==> config.mk <==
export PLATFORM = sky130hd
export DESIGN_NAME = overwriting_ring_buffer_flat
export DESIGN_NICKNAME = d
export VERILOG_FILES = /design/src/rtl/orb_pkg.sv /design/src/rtl/orb_cmd_if.sv /design/src/rtl/orb_rsp_if.sv /design/src/rtl/orb_cfg_if.sv /design/src/rtl/orb_mem.sv /design/src/rtl/orb_outq.sv /design/src/rtl/orb_ctrl.sv /design/src/rtl/overwriting_ring_buffer.sv /design/src/flat_wrapper.sv
export SDC_FILE = /design/constraint.sdc
export NUM_CORES = 2
export LEC_CHECK = 0
export BUFFER_PORTS_ARGS = -buffer_cell sky130_fd_sc_hd__buf_4
export CAP_MARGIN = 40
export CORE_MARGIN = 5
export CORE_UTILIZATION = 50
export CTS_CLUSTER_DIAMETER = 30
export DETAILED_ROUTE_END_ITERATION = 8
export HOLD_SLACK_MARGIN = 0.1
export PLACE_DENSITY_LB_ADDON = 0.15
export SLEW_MARGIN = 20
export SYNTH_ARGS = -nofsm -noshare
export SYNTH_HDL_FRONTEND = slang
export SYNTH_MEMORY_MAX_BITS = 65536
export SYNTH_SLANG_ARGS = --single-unit
==> constraint.sdc <==
create_clock -name clk -period 18.96 [get_ports clk]
set_input_delay 3.792 -clock clk [delete_from_list [all_inputs] [get_ports clk]]
set_output_delay 3.792 -clock clk [all_outputs]
set_load 0.05 [all_outputs]
==> src/rtl/orb_pkg.sv <==
// -----------------------------------------------------------------------------
// orb_pkg
// Shared field widths, command codes and the read request bundle of the
// overwriting ring buffer.
// -----------------------------------------------------------------------------
`default_nettype none

package orb_pkg;

	localparam int KIND_W  = 2;   // command kind field
	localparam int WORD_W  = 64;  // command word field
	localparam int COUNT_W = 7;   // remove count field
	localparam int ENTRY_W = 64;  // response entry field
	localparam int CFG_W   = 7;   // capacity register

	typedef enum logic [KIND_W-1:0] {
		KIND_APPEND = 2'd0,
		KIND_REMOVE = 2'd1,
		KIND_LIST   = 2'd2
	} kind_t;

	// read issued by the sequencer toward the output queue
	typedef struct packed {
		logic issue;
		logic last;
	} rd_req_t;

endpackage

`default_nettype wire

==> src/rtl/orb_cmd_if.sv <==
// -----------------------------------------------------------------------------
// orb_cmd_if
// Command channel: kind, word and remove count with valid/ready.
// -----------------------------------------------------------------------------
`default_nettype none

interface orb_cmd_if
	import orb_pkg::*;
	();
	logic               valid;
	logic               ready;
	logic [KIND_W-1:0]  kind;
	logic [WORD_W-1:0]  word;
	logic [COUNT_W-1:0] remove_count;

	modport source (output valid, output kind, output word, output remove_count, input ready);
	modport sink   (input valid, input kind, input word, input remove_count, output ready);
endinterface

`default_nettype wire

==> src/rtl/orb_rsp_if.sv <==
// -----------------------------------------------------------------------------
// orb_rsp_if
// Response channel: listed entry and last flag with valid/ready.
// -----------------------------------------------------------------------------
`default_nettype none

interface orb_rsp_if
	import orb_pkg::*;
	();
	logic               valid;
	logic               ready;
	logic [ENTRY_W-1:0] entry;
	logic               last;

	modport source (output valid, output entry, output last, input ready);
	modport sink   (input valid, input entry, input last, output ready);
endinterface

`default_nettype wire

==> src/rtl/orb_cfg_if.sv <==
// -----------------------------------------------------------------------------
// orb_cfg_if
// Configuration write channel carrying the capacity register value.
// -----------------------------------------------------------------------------
`default_nettype none

interface orb_cfg_if
	import orb_pkg::*;
	();
	logic             valid;
	logic             ready;
	logic [CFG_W-1:0] data;

	modport source (output valid, output data, input ready);
	modport sink   (input valid, input data, output ready);
endinterface

`default_nettype wire

==> src/rtl/orb_mem.sv <==
// -----------------------------------------------------------------------------
// orb_mem
// Ring storage: one write port, one read port, registered read data.
// -----------------------------------------------------------------------------
`default_nettype none

module orb_mem #(
	parameter int DEPTH     = 64,
	parameter int WORD_BITS = 64
) (
	input  wire                         clk,
	input  wire                         we,
	input  wire [$clog2(DEPTH)-1:0]     waddr,
	input  wire [WORD_BITS-1:0]         wdata,
	input  wire                         re,
	input  wire [$clog2(DEPTH)-1:0]     raddr,
	output logic [WORD_BITS-1:0]        rdata_q
);

	logic [WORD_BITS-1:0] ram [DEPTH];

	always_ff @(posedge clk) begin
		if (we) begin
			ram[waddr] <= wdata;
		end
		if (re) begin
			rdata_q <= ram[raddr];
		end
	end

endmodule

`default_nettype wire

==> src/rtl/orb_outq.sv <==
// -----------------------------------------------------------------------------
// orb_outq
// Two-entry response queue behind the memory read port; grants read credits
// so that a stalled response never loses read data.
// -----------------------------------------------------------------------------
`default_nettype none

module orb_outq
	import orb_pkg::*;
#(
	parameter int WORD_BITS = 64
) (
	input  wire                  clk,
	input  wire                  arst_n,
	input  rd_req_t              rd,
	input  wire [WORD_BITS-1:0]  rdata,
	output logic                 can_issue,
	output logic                 rsp_valid,
	input  wire                  rsp_ready,
	output logic [ENTRY_W-1:0]   rsp_entry,
	output logic                 rsp_last
);

	logic                 inflight_s1;
	logic                 last_s1;
	logic [1:0]           occ_q;
	logic                 wr_ptr_q;
	logic                 rd_ptr_q;
	logic [WORD_BITS:0]   slot_q [2];
	logic                 push;
	logic                 pop;
	logic [2:0]           pending;

	assign push = inflight_s1;
	assign pop  = rsp_valid && rsp_ready;

	// entries held or on the way, after this cycle's pop
	assign pending   = 3'({1'b0, occ_q}) + 3'(inflight_s1) - 3'(pop);
	assign can_issue = (pending <= 3'd1);

	always_ff @(posedge clk or negedge arst_n) begin
		if (!arst_n) begin
			inflight_s1 <= 1'b0;
			occ_q       <= 2'd0;
			wr_ptr_q    <= 1'b0;
			rd_ptr_q    <= 1'b0;
		end else begin
			inflight_s1 <= rd.issue;
			occ_q       <= occ_q + 2'(push) - 2'(pop);
			if (push) begin
				wr_ptr_q <= ~wr_ptr_q;
			end
			if (pop) begin
				rd_ptr_q <= ~rd_ptr_q;
			end
		end
	end

	always_ff @(posedge clk) begin
		last_s1 <= rd.last;
		if (push) begin
			slot_q[wr_ptr_q] <= {last_s1, rdata};
		end
	end

	assign rsp_valid = (occ_q != 2'd0);
	assign rsp_entry = ENTRY_W'(slot_q[rd_ptr_q][WORD_BITS-1:0]);
	assign rsp_last  = slot_q[rd_ptr_q][WORD_BITS];

endmodule

`default_nettype wire

==> src/rtl/orb_ctrl.sv <==
// -----------------------------------------------------------------------------
// orb_ctrl
// Head pointer, fill count and capacity; executes append and remove and
// sequences the list reads.
// -----------------------------------------------------------------------------
`default_nettype none

module orb_ctrl
	import orb_pkg::*;
#(
	parameter int DEPTH     = 64,
	parameter int WORD_BITS = 64
) (
	input  wire                         clk,
	input  wire                         arst_n,
	input  wire                         cmd_valid,
	output logic                        cmd_ready,
	input  wire [KIND_W-1:0]            cmd_kind,
	input  wire [WORD_W-1:0]            cmd_word,
	input  wire [COUNT_W-1:0]           cmd_count,
	input  wire                         cfg_valid,
	input  wire [CFG_W-1:0]             cfg_data,
	input  wire                         can_issue,
	output logic                        mem_we,
	output logic [$clog2(DEPTH)-1:0]    mem_waddr,
	output logic [WORD_BITS-1:0]        mem_wdata,
	output logic [$clog2(DEPTH)-1:0]    mem_raddr,
	output rd_req_t                     rd
);

	localparam int IDX_W = $clog2(DEPTH);
	localparam int CNT_W = $clog2(DEPTH + 1);
	localparam int SUM_W = CNT_W + 1;
	localparam logic [IDX_W-1:0] IDX_MASK = IDX_W'(DEPTH - 1);

	typedef enum logic [1:0] {
		ST_IDLE = 2'b01,
		ST_LIST = 2'b10
	} state_t;

	state_t           state_q;
	logic [CNT_W-1:0] cap_q;
	logic [IDX_W-1:0] head_q;
	logic [CNT_W-1:0] fill_q;
	logic [IDX_W-1:0] pos_q;
	logic [CNT_W-1:0] rem_q;
	logic             accept;
	logic             full;
	logic [CNT_W-1:0] cap_new;
	logic [IDX_W-1:0] tail_pos;

	// a < cap and b <= cap: one conditional subtract wraps
	function automatic logic [IDX_W-1:0] ring_add(input logic [SUM_W-1:0] a,
	                                              input logic [SUM_W-1:0] b,
	                                              input logic [CNT_W-1:0] cap);
		logic [SUM_W-1:0] s;
		s = a + b;
		if (s >= SUM_W'(cap)) begin
			s = s - SUM_W'(cap);
		end
		return IDX_W'(s);
	endfunction

	assign cmd_ready = (state_q == ST_IDLE);
	assign accept    = cmd_valid && cmd_ready;
	assign full      = (fill_q == cap_q);
	assign tail_pos  = ring_add(SUM_W'(head_q), SUM_W'(fill_q), cap_q);

	always_comb begin
		if (cfg_data == '0) begin
			cap_new = CNT_W'(1);
		end else if (cfg_data > CFG_W'(DEPTH)) begin
			cap_new = CNT_W'(DEPTH);
		end else begin
			cap_new = CNT_W'(cfg_data);
		end
	end

	// write port: appends only
	always_comb begin
		mem_we    = accept && (kind_t'(cmd_kind) == KIND_APPEND);
		mem_waddr = full ? head_q : (tail_pos & IDX_MASK);
		mem_wdata = cmd_word[WORD_BITS-1:0];
	end

	assign rd.issue  = (state_q == ST_LIST) && can_issue;
	assign rd.last   = (rem_q == CNT_W'(1));
	assign mem_raddr = pos_q;

	always_ff @(posedge clk or negedge arst_n) begin
		if (!arst_n) begin
			state_q <= ST_IDLE;
			cap_q   <= CNT_W'(DEPTH);
			head_q  <= '0;
			fill_q  <= '0;
			pos_q   <= '0;
			rem_q   <= '0;
		end else if (cfg_valid) begin
			cap_q  <= cap_new;
			head_q <= '0;
			fill_q <= '0;
		end else begin
			case (state_q)
				ST_IDLE: begin
					if (accept) begin
						case (kind_t'(cmd_kind))
							KIND_APPEND: begin
								if (full) begin
									head_q <= ring_add(SUM_W'(head_q), SUM_W'(1), cap_q);
								end else begin
									fill_q <= fill_q + CNT_W'(1);
								end
							end
							KIND_REMOVE: begin
								if ({1'b0, cmd_count} >= (COUNT_W + 1)'(fill_q)) begin
									head_q <= '0;
									fill_q <= '0;
								end else begin
									head_q <= ring_add(SUM_W'(head_q), SUM_W'(cmd_count), cap_q);
									fill_q <= fill_q - CNT_W'(cmd_count);
								end
							end
							KIND_LIST: begin
								if (fill_q != '0) begin
									state_q <= ST_LIST;
									pos_q   <= head_q;
									rem_q   <= fill_q;
								end
							end
							default: ;
						endcase
					end
				end
				ST_LIST: begin
					if (rd.issue) begin
						pos_q <= ring_add(SUM_W'(pos_q), SUM_W'(1), cap_q);
						rem_q <= rem_q - CNT_W'(1);
						if (rd.last) begin
							state_q <= ST_IDLE;
						end
					end
				end
				default: state_q <= ST_IDLE;
			endcase
		end
	end

endmodule

`default_nettype wire

==> src/rtl/overwriting_ring_buffer.sv <==
// -----------------------------------------------------------------------------
// overwriting_ring_buffer
// Circular buffer that keeps the newest words and overwrites the oldest once
// the configured capacity is reached; lists its contents on request.
// -----------------------------------------------------------------------------
// Timing: append and remove take effect in the cycle of the transaction; a list
//   entry passes the ST_LIST read, the memory read register and a queue slot.
// Throughput: append/remove one per cycle while no list is in progress; a list
//   holds off the command channel until its last read issues; one memory read
//   per cycle, limited only by the single read port and response backpressure.
// Reset: asynchronous, active low; buffer empty, head 0, capacity DEPTH.
//   Ring storage is not cleared; only written entries are ever read.
`default_nettype none

module overwriting_ring_buffer
	import orb_pkg::*;
#(
	parameter int DEPTH     = 64,
	parameter int WORD_BITS = 64
) (
	input  wire      clk,
	input  wire      arst_n,
	orb_cmd_if.sink  cmd,
	orb_rsp_if.source rsp,
	orb_cfg_if.sink  cfg
);

	localparam int IDX_W = $clog2(DEPTH);

	// memory ports
	logic                 mem_we;
	logic [IDX_W-1:0]     mem_waddr;
	logic [WORD_BITS-1:0] mem_wdata;
	logic [IDX_W-1:0]     mem_raddr;
	logic [WORD_BITS-1:0] mem_rdata;

	// sequencer to response queue
	rd_req_t rd;
	logic    can_issue;

	// capacity writes must arrive only while idle (the block does not enforce it); they are always taken
	assign cfg.ready = 1'b1;

	// Pointer/count logic. Appends write the tail (or the head when full);
	// a list walks the ring from head, one read per transaction credit.
	orb_ctrl #(
		.DEPTH     (DEPTH),
		.WORD_BITS (WORD_BITS)
	) u_ctrl (
		.clk       (clk),
		.arst_n    (arst_n),
		.cmd_valid (cmd.valid),
		.cmd_ready (cmd.ready),
		.cmd_kind  (cmd.kind),
		.cmd_word  (cmd.word),
		.cmd_count (cmd.remove_count),
		.cfg_valid (cfg.valid),
		.cfg_data  (cfg.data),
		.can_issue (can_issue),
		.mem_we    (mem_we),
		.mem_waddr (mem_waddr),
		.mem_wdata (mem_wdata),
		.mem_raddr (mem_raddr),
		.rd        (rd)
	);

	// Storage. Reads of a list and later appends never touch the same
	// entry in the same cycle before the read is taken.
	orb_mem #(
		.DEPTH     (DEPTH),
		.WORD_BITS (WORD_BITS)
	) u_mem (
		.clk     (clk),
		.we      (mem_we),
		.waddr   (mem_waddr),
		.wdata   (mem_wdata),
		.re      (rd.issue),
		.raddr   (mem_raddr),
		.rdata_q (mem_rdata)
	);

	// Two-slot queue decouples the read pipe from response backpressure.
	orb_outq #(
		.WORD_BITS (WORD_BITS)
	) u_outq (
		.clk       (clk),
		.arst_n    (arst_n),
		.rd        (rd),
		.rdata     (mem_rdata),
		.can_issue (can_issue),
		.rsp_valid (rsp.valid),
		.rsp_ready (rsp.ready),
		.rsp_entry (rsp.entry),
		.rsp_last  (rsp.last)
	);

endmodule

`default_nettype wire

==> src/flat_wrapper.sv <==
// flat-port wrapper written by rule: the top's interface ports become plain ports
module overwriting_ring_buffer_flat import orb_pkg::*;
#(
	parameter int DEPTH     = 64,
	parameter int WORD_BITS = 64
)
  (clk, arst_n, cmd_valid, cmd_kind, cmd_word, cmd_remove_count, cmd_ready, rsp_valid, rsp_entry, rsp_last, rsp_ready, cfg_valid, cfg_data, cfg_ready);
  orb_cmd_if cmd_i ();
  orb_rsp_if rsp_i ();
  orb_cfg_if cfg_i ();
  input  wire clk;
  input  wire arst_n;
  input wire logic [$bits(cmd_i.valid)-1:0] cmd_valid;
  input wire logic [$bits(cmd_i.kind)-1:0] cmd_kind;
  input wire logic [$bits(cmd_i.word)-1:0] cmd_word;
  input wire logic [$bits(cmd_i.remove_count)-1:0] cmd_remove_count;
  output wire logic [$bits(cmd_i.ready)-1:0] cmd_ready;
  output wire logic [$bits(rsp_i.valid)-1:0] rsp_valid;
  output wire logic [$bits(rsp_i.entry)-1:0] rsp_entry;
  output wire logic [$bits(rsp_i.last)-1:0] rsp_last;
  input wire logic [$bits(rsp_i.ready)-1:0] rsp_ready;
  input wire logic [$bits(cfg_i.valid)-1:0] cfg_valid;
  input wire logic [$bits(cfg_i.data)-1:0] cfg_data;
  output wire logic [$bits(cfg_i.ready)-1:0] cfg_ready;
  assign cmd_i.valid = cmd_valid;
  assign cmd_i.kind = cmd_kind;
  assign cmd_i.word = cmd_word;
  assign cmd_i.remove_count = cmd_remove_count;
  assign cmd_ready = cmd_i.ready;
  assign rsp_valid = rsp_i.valid;
  assign rsp_entry = rsp_i.entry;
  assign rsp_last = rsp_i.last;
  assign rsp_i.ready = rsp_ready;
  assign cfg_i.valid = cfg_valid;
  assign cfg_i.data = cfg_data;
  assign cfg_ready = cfg_i.ready;
  overwriting_ring_buffer #(.DEPTH(DEPTH), .WORD_BITS(WORD_BITS)) u_core (.clk(clk), .arst_n(arst_n), .cmd(cmd_i), .rsp(rsp_i), .cfg(cfg_i));
endmodule
## Word-level counts from Yosys, hierarchy flattened

Memories as Yosys holds them, arrays and structs flattened. A register that Yosys moved wholly into a read port is not among the register bits.
Index checks and enable logic that the tools add are counted.

- Eq/ne operators: 13
- Order comparisons: 7
- Reduce and logical (&&, ||, !) cells: 16
- Multiplexer cells: 39
- Shift operators: 0
- Multiply operators: 0
- Bitwise logic cells: 3
- Add/subtract/negate cells: 15
- Div/mod/pow operators: 0

Operators with widths:

| cell | count |
|---|---|
| 2-to-1 mux 6 bit | 14 |
| 2-to-1 mux 7 bit | 11 |
| one-hot mux 7 bit (2 select lines) | 2 |
| one-hot mux 6 bit (2 select lines) | 2 |
| subtractor 6 bit | 4 |
| greater-or-equal comparator 7 bit | 3 |
| adder 6 x 7 -> 8 bit | 2 |
| greater-or-equal comparator 8 x 7 -> 1 bit | 2 |
| adder 6 x 1 -> 7 bit, second input constant | 2 |
| AND reduction 6 bit | 2 |
| 2-to-1 mux 2 bit | 5 |
| AND reduction 4 bit | 2 |
| nonzero test 2 bit | 4 |
| adder 7 x 1 -> 7 bit, second input constant | 1 |
| equality test 7 x 1 -> 1 bit, second input constant | 1 |
| equality test 7 bit | 1 |
| > comparator 7 bit, second input constant | 1 |
| logical NOT 7 bit | 1 |
| nonzero test 7 bit | 1 |
| subtractor 7 x 1 -> 7 bit, second input constant | 1 |
| subtractor 7 bit | 1 |
| inequality test 2 x 1 -> 1 bit, second input constant | 3 |
| inequality test 3 bit, second input constant | 2 |
| equality test 2 x 1 -> 1 bit, second input constant | 2 |
| 13 further kinds | 23 |

- ROM bits: 0
- Word-level logic and storage cells: 106
- Latch bits: 0
- Output and inout bits: 68
- RAM bits: 4,226
- Bits of input ports: 85
- Register bits after elaboration: 41
- Memories kept: 2

Memories:

| memory | depth | bits a word | read ports | clocked after Yosys merged registers in | wr ports | line | text |
|---|---|---|---|---|---|---|---|
| u_core.u_mem.ram | 64 | 64 | 1 | 1 | 1 | orb_mem.sv:20 | `logic [WORD_BITS-1:0] ram [DEPTH];` |
| u_core.u_outq.slot_q | 2 | 65 | 1 | 0 | 1 | orb_outq.sv:29 | `logic [WORD_BITS:0] slot_q [2];` |

## Depth between registers and ports, before layout

- Word-level depth: 8
- Gate-level depth with buffers: 16

## By module

Synthesis repeated with hierarchy kept, for this count alone.

- Cells, all modules: 7,397
- Area total of the unflattened synthesis: 166,860.0 µm²

By module, submodules not included:

| module | area an instance (µm²) | cells an instance | times used | sequential area each (µm²) |
|---|---|---|---|---|
| orb_mem | 156,989.3 | 6,598 | 1 | 124,919.8 |
| orb_outq | 5,111.2 | 223 | 1 | 4,048.9 |
| orb_ctrl | 4,748.3 | 574 | 1 | 878.3 |
| overwriting_ring_buffer | 11.3 | 2 | 1 | 0.0 |

## Worst setup path before layout

OpenSTA, ideal clock, no wires.

- Path kind: input to register
- From: input rsp_ready
- To: register u_core.u_outq.inflight_s1
- Arrival: 9.353 ns
- Stages on the path: 7
- Setup time: 0.580 ns
- Required time: 18.380 ns
- Path slack: 9.027 ns
- Cells stage by stage: and2_1 -> ha_1 -> inv_1 -> ha_1 -> fa_1 -> xnor2_1 -> nor3_1

RTL lines:

| what | line | text |
|---|---|---|
| start, declared | flat_wrapper.sv:21 | `input wire logic [$bits(rsp_i.ready)-1:0] rsp_ready;` |
| end signal, assigned | orb_outq.sv:48 | `inflight_s1 <= rd.issue;` |
| end, declared | orb_outq.sv:24 | `logic inflight_s1;` |

## Final worst setup path

- From: register u_core.u_outq.rd_ptr_q
- To: output rsp_entry[61]

- Cells in the longest elaborated chain, start to end: 1

Ends and longest elaborated chain:

| what | line | text |
|---|---|---|
| start, declared | orb_outq.sv:28 | `logic rd_ptr_q;` |
| start signal, assigned | orb_outq.sv:54 | `rd_ptr_q <= ~rd_ptr_q;` |
| memory read (2 x 65 bit) | n/a |  |
| end, declared | flat_wrapper.sv:19 | `output wire logic [$bits(rsp_i.entry)-1:0] rsp_entry;` |

No other way between the ends.

==> results.toml <==
[grt]
grt_pass1_wl_um = 644900
antenna_found_initial = 57
grt_max_degree = 120
grt.total_usage = 0.2613
grt_remaining_overflow = 0
grt_pass1_vias = 85695

[final_layout]
syn_to_final_growth_pct = 21.42
post-route-util = 0.6090
fin_nets = 8487
drive_above_1_share = 0.3157
layoutNonFillerInstCount = 13407
final_area_um2 = 202900
nFillCells = 22909

[drt]
drt-total-wl_um = 457400
vias = 84593
ant_nets = 0
via_per_inst = 6.310
drt_iter0_drc = 11197
wire_per_inst_um = 34.12
dr.pass1.iters = 6
remaining_drc_errors = 0

[sta]
max_freq_mhz = 143.0
setup_violations = 0
setup_ws_ps = 11970
fin_crit_sh = 0.3688
maxSlewHeadroom = 0.3262
tightest_slew_ps = 1011
setup_tns_ps = 0
hold_violations = 0
period_needed_ps = 6992
clock_skew_ps = 58.71
slew_viol_final = 0
rsz0062_at_grt = "false"

[placement]
place_inst = 11915
place_hpwl_um = 261100
io_buffers = 151
place_ws_ps = 11220
placed_area_um2 = 175300
gp_congestion = 0.8104

[setup_path]
rr_endpoint = "u_core.u_mem.ram[4][37]$_DFFE_PP_"
critPathLaunchType = "flop"
arrival_ps = 3200
reg2reg_from = "u_core.u_ctrl.head_q[0]$_DFFE_PN0P_"
reg2reg_depth = 15
criticalPathCategory = "reg -> out"
cp.required_ps = 15170
crit_path_max_fanout = 36
crit_path_end_kind = "output pin"
r2r_slack_ps = 12260

[logic_synthesis]
syn_inst = 7536
async_flop_share = 0.009236
syn_area_per_cell_um2 = 22.17
ys_seq_area_frac = 0.7770
synth_edf_count = 4290
synth-seq-cells = 4331
ys.flop_type = "edfxtp_1"
yosys_warnings = 0
netlist_area_um2 = 167100
synth_cell_types = 75
synth_fp_nets = 7686
synth.area.top_cells = "edfxtp_1 (77%), mux4_2 (13%), mux2i_1 (2.6%)"
yosysTopAreaCell = "edfxtp_1"
synth_top_area_frac = 0.7709

[pwr]
pwr-share-seq = 0.352
clockPowerShare = 0.455
swShare = 0.2764
internal_power_w = 0.02233
vdd_drop_max_v = 0.0001114
p_switching_w = 0.008532
p_leak_nw = 65.56
power_frac_comb = 0.193
p_per_area_nw_per_um2 = 152.1

[floorplan]
coreArea_um2 = 333200
die_w_um = 588.1
die_height_um = 588.1
dieArea_um2 = 345900
io_pins = 153
initial_utilization = 0.5016
rows = 212

[cts]
clockBufferDepth = 4
cts_tree = "done"
numCtsBuffers = 776
cts_sinks = 4331
root_buffer = "clkbuf_16"
postCtsSetupRepairBufs = 0
path_clk_slew_ps = 50
ctsResizeCount = 0
clkLatencyLatePin_ps = 1060
cts_hold_buf = 0
htree_levels = 6

[hold_path]
min-delay-start = "u_core.u_outq.last_s1$_DFF_P_"
hold_class = "reg -> reg"
hold-path-cell-count = 0
hold_end = "u_core.u_outq.slot_q[1][64]$_DFFE_PP_"

[run]
drv_cap = 0

[outcome]
status = "finished, final reports clean"
==> Yosys cell counts (15+ instances only) <==
| master | count |
|---|---|
| nor2_1 | 201 |
| nor3_1 | 28 |
| dfrtp_1 | 38 |
| nand3_1 | 18 |
| a211oi_1 | 22 |
| edfxtp_1 | 4290 |
| o21ai_0 | 81 |
| o221ai_1 | 219 |
| ha_1 | 57 |
| mux2_2 | 69 |
| mux4_2 | 974 |
| clkbuf_1 | 200 |
| buf_1 | 49 |
| buf_2 | 124 |
| a21oi_1 | 178 |
| buf_4 | 36 |
| mux2i_1 | 442 |
| nand2_1 | 94 |
| o21ai_1 | 29 |
| xor2_1 | 15 |
| xnor2_1 | 28 |
| inv_1 | 45 |
| o22ai_1 | 140 |
==> kinds of logic after synthesis <==
kind of cell               Yosys count  synth area share
AOI/OAI and AO/OA                  746           0.03020
xor gates and xnor gates            43          0.002254
adders and majority gates           65          0.005226
buffers and inverters              458           0.01211
DFF                               4331            0.7770
muxes                             1485            0.1624
other                                1        0.00002244
and+or+nand+nor                    407           0.01076
==> worst max-delay path, cell delays in order (launching register included) <==
cell and delay, ps:
dfrtp_4 770, buf_4 580, mux2_2 480, buf_4 210
==> power groups by stage <==
stage	Combinational, W	Sequential [W]	Clock [W]
global route	0.00624	0.0109	0.0147
detailed placement	0.00594	0.0110	0
floorplan	0.00375	0.0109	0
global placement	0.00582	0.0110	0
CTS	0.00596	0.0109	0.0142
finish	0.00596	0.0109	0.0140
==> cells in the final DEF, fill, tap and decap left out, drive strengths merged, types with 38 or more instances in the layout <==
master | Yosys | routed
edfxtp | 4290 | 4290
mux4 | 974 | 974
clkbuf | 200 | 884
mux2i | 442 | 442
buf | 211 | 433
clkinv | 0 | 289
o221ai | 219 | 219
nor2 | 201 | 201
a21oi | 178 | 178
o22ai | 140 | 140
bufinv | 0 | 116
inv | 47 | 116
o21ai | 110 | 110
nand2 | 94 | 94
clkinvlp | 0 | 90
mux2 | 69 | 69
ha | 57 | 57
dfrtp | 38 | 38
==> state kept, by name, indices dropped and copies added, names as in the netlist <==
name and flops:
u_core.u_ctrl.mem_raddr 6, u_core.u_outq.wr_ptr_q 1, u_core.u_outq.slot_q 130, u_core.u_ctrl.cap_q 7, u_core.u_outq.inflight_s1 1, u_core.u_ctrl.rem_q 7
u_core.u_mem.rdata_q 64, u_core.u_outq.occ_q 2, u_core.u_outq.last_s1 1, u_core.u_outq.rd_ptr_q 1, u_core.u_ctrl.state_q 2, u_core.u_ctrl.fill_q 7
u_core.u_ctrl.head_q 6, u_core.u_mem.ram 4096
==> through the flow <==
| step | hold WS (ps) | total power (W) |
|---|---|---|
| 6_report | 436.6 | 0.03086 |
| 5_1_grt | 439.6 | 0.03183 |
| 4_1_cts | 433.7 | 0.03103 |
| 3_5_place_dp | 422.2 | 0.01698 |
| 3_3_place_gp | 411.3 | 0.01686 |
| 2_1_floorplan | 403.7 | 0.01469 |
==> layout make-up <==
cell class	instances	area (µm²)	share of cell area
Antenna cell	14	35.03	0.0001727
Clock buffer	883	19980	0.09846
Clock inverter	564	7009	0.03455
Inverter	47	191.4	0.0009435
Multi-Input combinational cell	2747	35780	0.1764
Sequential cell	4331	129900	0.6401
Tap cell	4387	5489	0.02705
Timing Repair Buffer	434	4538	0.02237
==> metal layers <==
metal	vias up	global-route usage	part of all wire
met2	4270	0.4064	0.47
met1	45552	0.3830	0.41
li1	34064	-	-
met4	16	0.06812	0.026
met3	691	0.05486	0.095
met5	-	0	0.00021
==> worst max-delay path by stage <==
stage | start | to | depth (start not counted)
global placement | cmd_valid | u_core.u_mem.ram[40][41]$_DFFE_PP_ | 9
detailed placement | cmd_valid | u_core.u_mem.ram[58][18]$_DFFE_PP_ | 10
finish | u_core.u_outq.rd_ptr_q$_DFFE_PN0P_ | rsp_entry[61] | 3
global route | u_core.u_outq.rd_ptr_q$_DFFE_PN0P_ | rsp_entry[61] | 3
CTS | u_core.u_outq.rd_ptr_q$_DFFE_PN0P_ | rsp_entry[61] | 3
floorplan | rsp_ready | u_core.u_outq.inflight_s1$_DFF_PN0_ | 7
Note: power is estimated with default switching activity, not from simulation.
